### config.mk
export PLATFORM = sky130hd
export DESIGN_NAME = i2c_master_transaction_sequencer_unit
export DESIGN_NICKNAME = d
export VERILOG_FILES = /design/src/i2cmts_pkg.sv /design/src/i2c_master_transaction_sequencer_unit.sv
export SDC_FILE = /design/constraint.sdc
export NUM_CORES = 1
export LEC_CHECK = 0
export ABC_AREA = 1
export BUFFER_PORTS_ARGS = -buffer_cell sky130_fd_sc_hd__buf_2
export CAP_MARGIN = 10
export CORE_ASPECT_RATIO = 0.6
export CORE_UTILIZATION = 52
export DETAILED_ROUTE_END_ITERATION = 16
export PLACE_DENSITY = 0.73
export SYNTH_ARGS = -nofsm -noshare
export SYNTH_HDL_FRONTEND = slang
export SYNTH_SLANG_ARGS = --single-unit
### constraint.sdc
create_clock -name clk -period 4.5 [get_ports clk]
set_clock_uncertainty 0.05 [all_clocks]
set_input_delay 0.9 -clock clk [delete_from_list [all_inputs] [get_ports clk]]
set_output_delay 0.9 -clock clk [all_outputs]
set_load 0.02 [all_outputs]
### src/i2cmts_pkg.sv
`default_nettype none

package i2cmts_pkg;

	// Bus commands issued to the two-wire controller.
	typedef enum logic [2:0] {
		CMD_NONE   = 3'd0,
		CMD_START  = 3'd1,
		CMD_STOP   = 3'd2,
		CMD_GO     = 3'd3,
		CMD_GO_ACK = 3'd4
	} cmd_t;

	// Item kinds.
	localparam logic OP_BEGIN = 1'b0;
	localparam logic OP_EVENT = 1'b1;

	// Transfer modes.
	localparam logic [1:0] MODE_WR    = 2'd0;
	localparam logic [1:0] MODE_RD    = 2'd1;
	localparam logic [1:0] MODE_WR_RD = 2'd2;
	localparam logic [1:0] MODE_BAD   = 2'd3;

	// Bus status codes, already shifted right by three.
	localparam logic [4:0] ST_START        = 5'd1;
	localparam logic [4:0] ST_REP_START    = 5'd2;
	localparam logic [4:0] ST_SLAW_ACK     = 5'd3;
	localparam logic [4:0] ST_DATA_TX_ACK  = 5'd5;
	localparam logic [4:0] ST_SLAR_ACK     = 5'd8;
	localparam logic [4:0] ST_DATA_RX_ACK  = 5'd10;
	localparam logic [4:0] ST_DATA_RX_NACK = 5'd11;

	typedef struct packed {
		cmd_t        command;
		logic [7:0]  bus_byte;
		logic        bus_byte_valid;
		logic        tx_taken;
		logic        rx_valid;
		logic [7:0]  rx_byte;
		logic        finished;
		logic        error_stop;
		logic [16:0] remaining;
	} result_t;

endpackage

`default_nettype wire

### src/i2c_master_transaction_sequencer_unit.sv
// Each accepted item is decoded against the sequencer state and registered into
// the result register, or into the one skid entry when that register is full and
// not being drained. Throughput: one item per cycle while the skid entry is free.
// in_ready drops only while the skid entry is occupied.
// Reset (arst_n low, asynchronous): sequencer idle, counters and mode cleared,
// no result pending.
`default_nettype none

module i2c_master_transaction_sequencer_unit (
	input  wire logic        clk,
	input  wire logic        arst_n,
	input  wire logic        in_valid,
	output logic             in_ready,
	input  wire logic        op,
	input  wire logic [6:0]  slave_address,
	input  wire logic [1:0]  mode,
	input  wire logic [15:0] tx_length,
	input  wire logic [15:0] rx_length,
	input  wire logic [4:0]  bus_status,
	input  wire logic [7:0]  bus_rx_byte,
	input  wire logic [7:0]  next_tx_byte,
	output logic             out_valid,
	input  wire logic        out_ready,
	output logic [2:0]       command,
	output logic [7:0]       bus_byte,
	output logic             bus_byte_valid,
	output logic             tx_taken,
	output logic             rx_valid,
	output logic [7:0]       rx_byte,
	output logic             finished,
	output logic             error_stop,
	output logic [16:0]      remaining
);

	logic        idle_q;
	logic [1:0]  mode_q;
	logic [6:0]  addr_q;
	logic [15:0] tx_rem_q;
	logic [15:0] rx_rem_q;

	logic        idle_d;
	logic [1:0]  mode_d;
	logic [6:0]  addr_d;
	logic [15:0] tx_rem_d;
	logic [15:0] rx_rem_d;

	i2cmts_pkg::result_t res_d;
	i2cmts_pkg::result_t out_q;
	i2cmts_pkg::result_t skid_q;
	logic                out_v_q;
	logic                skid_v_q;

	logic accept;
	logic fin;
	logic err;
	logic tx_path;
	logic rx_path;

	assign in_ready = !skid_v_q;
	assign accept   = in_valid && in_ready;

	always_comb begin
		res_d    = '0;
		idle_d   = idle_q;
		mode_d   = mode_q;
		addr_d   = addr_q;
		tx_rem_d = tx_rem_q;
		rx_rem_d = rx_rem_q;
		fin      = 1'b0;
		err      = 1'b0;
		tx_path  = 1'b0;
		rx_path  = 1'b0;

		if (op == i2cmts_pkg::OP_BEGIN) begin
			// A begin is honored only when idle and with a defined mode.
			if (idle_q && mode != i2cmts_pkg::MODE_BAD) begin
				idle_d        = 1'b0;
				mode_d        = mode;
				addr_d        = slave_address;
				tx_rem_d      = (mode == i2cmts_pkg::MODE_RD) ? 16'd0 : tx_length;
				rx_rem_d      = (mode == i2cmts_pkg::MODE_WR) ? 16'd0 : rx_length;
				res_d.command = i2cmts_pkg::CMD_START;
			end
		end else if (!idle_q) begin
			unique case (bus_status)
				i2cmts_pkg::ST_START: begin
					res_d.command        = i2cmts_pkg::CMD_GO;
					res_d.bus_byte       = {addr_q, mode_q == i2cmts_pkg::MODE_RD};
					res_d.bus_byte_valid = 1'b1;
				end
				i2cmts_pkg::ST_REP_START: begin
					res_d.command        = i2cmts_pkg::CMD_GO;
					res_d.bus_byte       = {addr_q, mode_q != i2cmts_pkg::MODE_WR};
					res_d.bus_byte_valid = 1'b1;
				end
				i2cmts_pkg::ST_SLAW_ACK: begin
					tx_path = 1'b1;
				end
				i2cmts_pkg::ST_DATA_TX_ACK: begin
					if (tx_rem_q != 16'd0) begin
						tx_rem_d = tx_rem_q - 16'd1;
					end
					tx_path = 1'b1;
				end
				i2cmts_pkg::ST_SLAR_ACK: begin
					rx_path = 1'b1;
				end
				i2cmts_pkg::ST_DATA_RX_ACK: begin
					res_d.rx_valid = 1'b1;
					res_d.rx_byte  = bus_rx_byte;
					if (rx_rem_q != 16'd0) begin
						rx_rem_d = rx_rem_q - 16'd1;
					end
					rx_path = 1'b1;
				end
				i2cmts_pkg::ST_DATA_RX_NACK: begin
					res_d.rx_valid = 1'b1;
					res_d.rx_byte  = bus_rx_byte;
					if (rx_rem_q != 16'd0) begin
						rx_rem_d = rx_rem_q - 16'd1;
					end
					fin = 1'b1;
				end
				default: begin
					fin = 1'b1;
					err = 1'b1;
				end
			endcase

			if (tx_path) begin
				priority if (tx_rem_d != 16'd0) begin
					res_d.command        = i2cmts_pkg::CMD_GO;
					res_d.bus_byte       = next_tx_byte;
					res_d.bus_byte_valid = 1'b1;
					res_d.tx_taken       = 1'b1;
				end else if (mode_q == i2cmts_pkg::MODE_WR_RD) begin
					res_d.command = i2cmts_pkg::CMD_START;
				end else begin
					fin = 1'b1;
				end
			end

			if (rx_path) begin
				priority if (rx_rem_d > 16'd1) begin
					res_d.command = i2cmts_pkg::CMD_GO_ACK;
				end else if (rx_rem_d == 16'd1) begin
					res_d.command = i2cmts_pkg::CMD_GO;
				end else begin
					fin = 1'b1;
				end
			end

			if (fin) begin
				idle_d           = 1'b1;
				res_d.command    = i2cmts_pkg::CMD_STOP;
				res_d.finished   = 1'b1;
				res_d.error_stop = err;
				if (mode_q == i2cmts_pkg::MODE_WR) begin
					res_d.remaining = {1'b0, tx_rem_d};
				end else if (mode_q == i2cmts_pkg::MODE_RD) begin
					res_d.remaining = {1'b0, rx_rem_d};
				end else begin
					res_d.remaining = {1'b0, tx_rem_d} + {1'b0, rx_rem_d};
				end
			end
		end
	end

	always_ff @(posedge clk or negedge arst_n) begin
		if (!arst_n) begin
			idle_q   <= 1'b1;
			mode_q   <= 2'd0;
			addr_q   <= 7'd0;
			tx_rem_q <= 16'd0;
			rx_rem_q <= 16'd0;
		end else if (accept) begin
			idle_q   <= idle_d;
			mode_q   <= mode_d;
			addr_q   <= addr_d;
			tx_rem_q <= tx_rem_d;
			rx_rem_q <= rx_rem_d;
		end
	end

	// Result register with one skid entry; a new transfer lands in the skid
	// only when the result register is full and not being drained.
	always_ff @(posedge clk or negedge arst_n) begin
		if (!arst_n) begin
			out_v_q  <= 1'b0;
			skid_v_q <= 1'b0;
		end else begin
			if (accept) begin
				if (!out_v_q || out_ready) begin
					out_v_q <= 1'b1;
				end else begin
					skid_v_q <= 1'b1;
				end
			end else if (out_ready && out_v_q) begin
				out_v_q  <= skid_v_q;
				skid_v_q <= 1'b0;
			end
		end
	end

	always_ff @(posedge clk) begin
		if (accept) begin
			if (!out_v_q || out_ready) begin
				out_q <= res_d;
			end else begin
				skid_q <= res_d;
			end
		end else if (out_ready && out_v_q && skid_v_q) begin
			out_q <= skid_q;
		end
	end

	assign out_valid      = out_v_q;
	assign command        = 3'(out_q.command);
	assign bus_byte       = out_q.bus_byte;
	assign bus_byte_valid = out_q.bus_byte_valid;
	assign tx_taken       = out_q.tx_taken;
	assign rx_valid       = out_q.rx_valid;
	assign rx_byte        = out_q.rx_byte;
	assign finished       = out_q.finished;
	assign error_stop     = out_q.error_stop;
	assign remaining      = out_q.remaining;

endmodule

`default_nettype wire

-- Word-level counts from Yosys, hierarchy flattened
Cells that the tools add are included.
- register bits after elaboration: 126
- bits in latches: 0
- bits in writable memories: 0
- ROM bits: 0
- bits of input ports: 67
- word-level logic and storage cells: 136
- memories kept: 0
- $add $sub $neg: 3
- $mul: 0
- div/mod/pow operators: 0
- magnitude comparators: 1
- eq/ne operators: 15
- shift-type cells: 0
- multiplexer cells: 62
- bitwise logic cells: 2
- reduce and logical (&&, ||, !) cells: 28
- operator list (cell ; count):
    $mux W16 ; 16
    $mux W41 ; 4
    $reduce_bool A16 Y1 ; 3
    $mux W38 ; 1
    $mux W17 ; 2
    $sub A16 B1 Y16 const B ; 2
    $mux W1 ; 27
    $pmux W11 S2 ; 1
    $mux W3 ; 7
    $mux W19 ; 1
    $add A16 B16 Y17 ; 1
    $eq A16 B1 Y1 const B ; 1
    $gt A16 B1 Y1 const B ; 1
    $eq A5 B4 Y1 const B ; 3
    $mux W13 ; 1
    $eq A5 B2 Y1 const B ; 2
    $mux W10 ; 1
    $reduce_and A2 Y1 ; 5
    $mux W9 ; 1
    $reduce_bool A2 Y1 ; 4
    $reduce_or A7 Y1 ; 1
    $ne A2 B2 Y1 const B ; 3
    $reduce_and A3 Y1 ; 2
    $reduce_or A2 Y1 ; 3
    11 further kinds ; 18

-- Depth between registers and ports, before layout
- depth in word-level cells: 18
- mapped depth: 28
- gate-level depth less buffers: 28

-- Least setup slack after synthesis
OpenSTA, ideal clock, no wires.
- path kind: input -> register
- from: input bus_status[1]
- to: register out_q (netlist bit remaining[10]), data pin
- library setup time: 0.252 ns
- arrival: 3.498 ns
- data required time: 4.198 ns
- setup slack: 0.699 ns
- stages: 21
- buffers on the path: 1
- path through: nor2_1 nand3_4 inv_2 buf_4 nand3_1 nand2_1 ha_1 inv_1 fa_1 nor2_1 nor2_1 o21bai_1 nand2_1 a21oi_1 nand3_1 nand2_1 nor2_1 o21ai_1 nor2_4 nand2_1 nand2_1
- RTL lines (element ; line ; text):
    start, declared ; i2c_master_transaction_sequencer_unit.sv:19 ; input wire logic [4:0] bus_status,
    end signal, assigned ; i2c_master_transaction_sequencer_unit.sv:208 ; out_q <= res_d;
    end signal, assigned ; i2c_master_transaction_sequencer_unit.sv:213 ; out_q <= skid_q;
    end, declared ; i2c_master_transaction_sequencer_unit.sv:48 ; i2cmts_pkg::result_t out_q;

==> metrics <==
Crit path largest cell delay=420 ps; share of the synthesized area in the top cell type=0.298; Skew-Pair Late Insertion Delay=420 ps; max-cap violation count=0; Final Util=0.623; # port buffers=109; CP Data Required Time=4740 ps; Antenna diodes=0; die height=99.7 um; Max Fclk=242 MHz; Post-CTS Hold Fix Bufs=0; via count=7,936; root buffer cell=clkbuf_16; largest cells by area after synthesis=edfxtp_1 30%, nand2_1 16%, dfrtp_1 13%; final wirelength=24.1 mm; CTS sink cnt=126; post-route ant nets=0; DRT iter0 DRCs=820; Logic pwr share=0.509; Power Density=757 nW/um^2; outcome=finished, final reports clean; area delta synth->final=16.6%; Top delay family on crit path=simple AND/OR/NAND/NOR gates; initial antenna violation count=0; top_reg_cell synth=edfxtp_1; Max Fanout on Critical Path=7; Via-to-Cell Ratio=5.53; Setup TNS Final=0 ps; top cells by count, synth=360 x nand2_1, 140 x nor2_1, 121 x inv_1, 99 x nand3_1, 82 x edfxtp_1; Die Span X=165 um; Crit Path Class=flip-flop to flip-flop; Slowest-stage cell, CP=dfrtp_1; cell with the most instances on the worst path=nand2_1; gr usage total=0.311; CORE AREA=15,500 um^2; Async SR Flop Fraction=0.349; Synth Cell Area=8270 um^2; Setup crit end kind=flip-flop; Peak VDD IR=0.497 mV; critical path startpoint=rx_rem_q[0]; total grt overflow=0; vias in the first global route=7,079; fraction of the yosys area taken by sequential cells=0.431; Ys Warns=0; max-slew violations=0; Residual DRC=0; first-pass GRT wire length=38.3 mm; H-tree levels=4; largest net degree at the start of global routing=43; worst rel slew slack=0.547; first-pass iteration count of the detailed router=7; Internal=0.00388 W; CTS tree=yes; Worst-path clk slew=60 ps; syn_nets=1,199; post-synthesis instance total=1,111; nets@finish=1,308; IO Count=110; # resized after CTS=0; HP Class=input pin to async pin; crit share post-route=0.920; Site Rows=35; Yosys top cell by area=edfxtp_1; Lkg Pwr=4.61 nW; startpoint type of the worst setup path=flip-flop; register bit total from synthesis=126; Num CTS Buffers=17; sw power=0.00341 W; number of fill cells=1,424; Reg power frac=0.291; final setup violation count=0; Post-DP HPWL=17.8 mm; fin crit period=4140 ps; Yosys cell types=47; top-count cell post-synth=nand2_1; syn avg cell area=7.44 um^2; reg2reg start=rx_rem_q[0]; gpl congestion=0.956; Initial Util=0.535; DIE AREA=16,400 um^2; Arr. time, crit path=4370 ps; WP buf/inv=2; final hold vios=0; RSZ-0062 raised after global routing=false; Post-synth EDFFs=82; sw frac=0.468; fraction of layout cells with a size suffix above 1=0.180; Clk pwr share=0.200; Slew @ Worst Pin=675 ps; buffers inserted by post-CTS timing repair=0; CTS Buffer Depth=2; Routed wire per std cell=16.8 um
==> kinds of logic after synthesis <==
kind of cell               Yosys count  share of synthesized area
and+or+nand+nor                    672                      0.353
buffers and inverters              166                     0.0817
DFF                                126                      0.431
AOI/OAI and AO/OA                  113                     0.0855
adders and majority gates           21                     0.0327
muxes                                7                    0.00954
xor gates and xnor gates             6                    0.00636
==> cell usage in the layout (no fill, tap or decap), drive strengths merged, types with 3 or more instances in the layout <==
cell      count
nand2       374
nor2        164
inv         132
buf         127
nand3       103
edfxtp       82
a31oi        43
dfrtp        43
o21ai        27
ha           20
clkbuf       18
a21oi        18
nand4        15
nor3          9
o221ai        7
mux2          7
o21bai        5
xor2          5
clkinvlp      4
clkinv        4
o22ai         3
a22oi         3
bufinv        3
==> final cells by class <==
cell class | instances | area, um^2 | share of cell area
clock buffer | 18 | 429 | 0.0445
clock inverter | 14 | 184 | 0.0191
inverter | 129 | 484 | 0.0503
multi-input combinational | 819 | 4040 | 0.419
sequential | 126 | 3560 | 0.370
tap | 203 | 254 | 0.0264
timing repair buffer | 127 | 681 | 0.0706
==> per-stage QoR <==
| step | worst slack [ps] | std cells | area, um^2 | power, W | hold slack, ps |
|---|---|---|---|---|---|
| after floorplan | 699 | 1111 | 8270 | 0.00470 | 429 |
| after global placement | 447 | 1404 | 9020 | 0.00576 | 441 |
| after detailed placement | 381 | 1404 | 9020 | 0.00576 | 444 |
| after CTS | 458 | 1436 | 9630 | 0.00724 | 239 |
| after global routing | 22.4 | 1436 | 9640 | 0.00783 | 243 |
| final | 362 | 1436 | 9640 | 0.00729 | 242 |
==> layer usage <==
metal  GRT usage  share of wire  vias to the layer above
li1            -              -                     3879
met1       0.472           0.49                     3681
met2       0.444           0.41                      348
met3      0.0671          0.084                       28
met4      0.0819          0.014                        0
met5           0              0                        -
==> flip-flops by register name (all words and copies together) (netlist names), 2 cells and up <==
name and cells:
rx_byte 8, rx_rem_q 16, bus_byte 8, remaining 17
tx_rem_q 16, addr_q 7, mode_q 2, command 3
skid_q 41
==> worst reg2reg max path, cell delays in order, from the launching register on <==
cell	delay [ps]
dfrtp_1	420
inv_1	190
ha_1	330
nand3_1	110
nor2_1	160
nand2_2	140
nand2_1	110
nand2_1	50
nand2_1	110
ha_1	280
inv_1	80
fa_1	390
nor2_1	150
nor2_1	70
o21bai_1	170
nand2_1	130
a21oi_1	270
nand3_1	110
nand2_1	110
nand2_1	70
nand2_1	70
nand2_1	50
nand2_1	50
nor2_1	50
nor2_1	170
nand2_1	70
nand2_1	60
==> power by group through the flow <==
stage          combinational [W]  sequential, W  clock, W
6_report                 0.00372        0.00212   0.00146
3_3_place_gp             0.00363        0.00213         0
4_1_cts                  0.00366        0.00211   0.00147
2_1_floorplan            0.00244        0.00225         0
5_1_grt                  0.00413        0.00218   0.00152
3_5_place_dp             0.00363        0.00213         0
==> worst paths after layout <==
| check | cells past startpoint | slack, ps | endpoint |
|---|---|---|---|
| max in group asynchronous | 2 | 3360 | mode_q[1] |
| worst min-delay path | 1 | 240 | rx_rem_q[14] |
| worst max-delay path | 26 | 360 | remaining[14] |
| min in group clk | 1 | 460 | addr_q[5] |
| worst min register to register | 1 | 460 | addr_q[5] |
| worst max register to register | 26 | 360 | remaining[14] |
No activity file was read; power rests on OpenSTA's default activity.
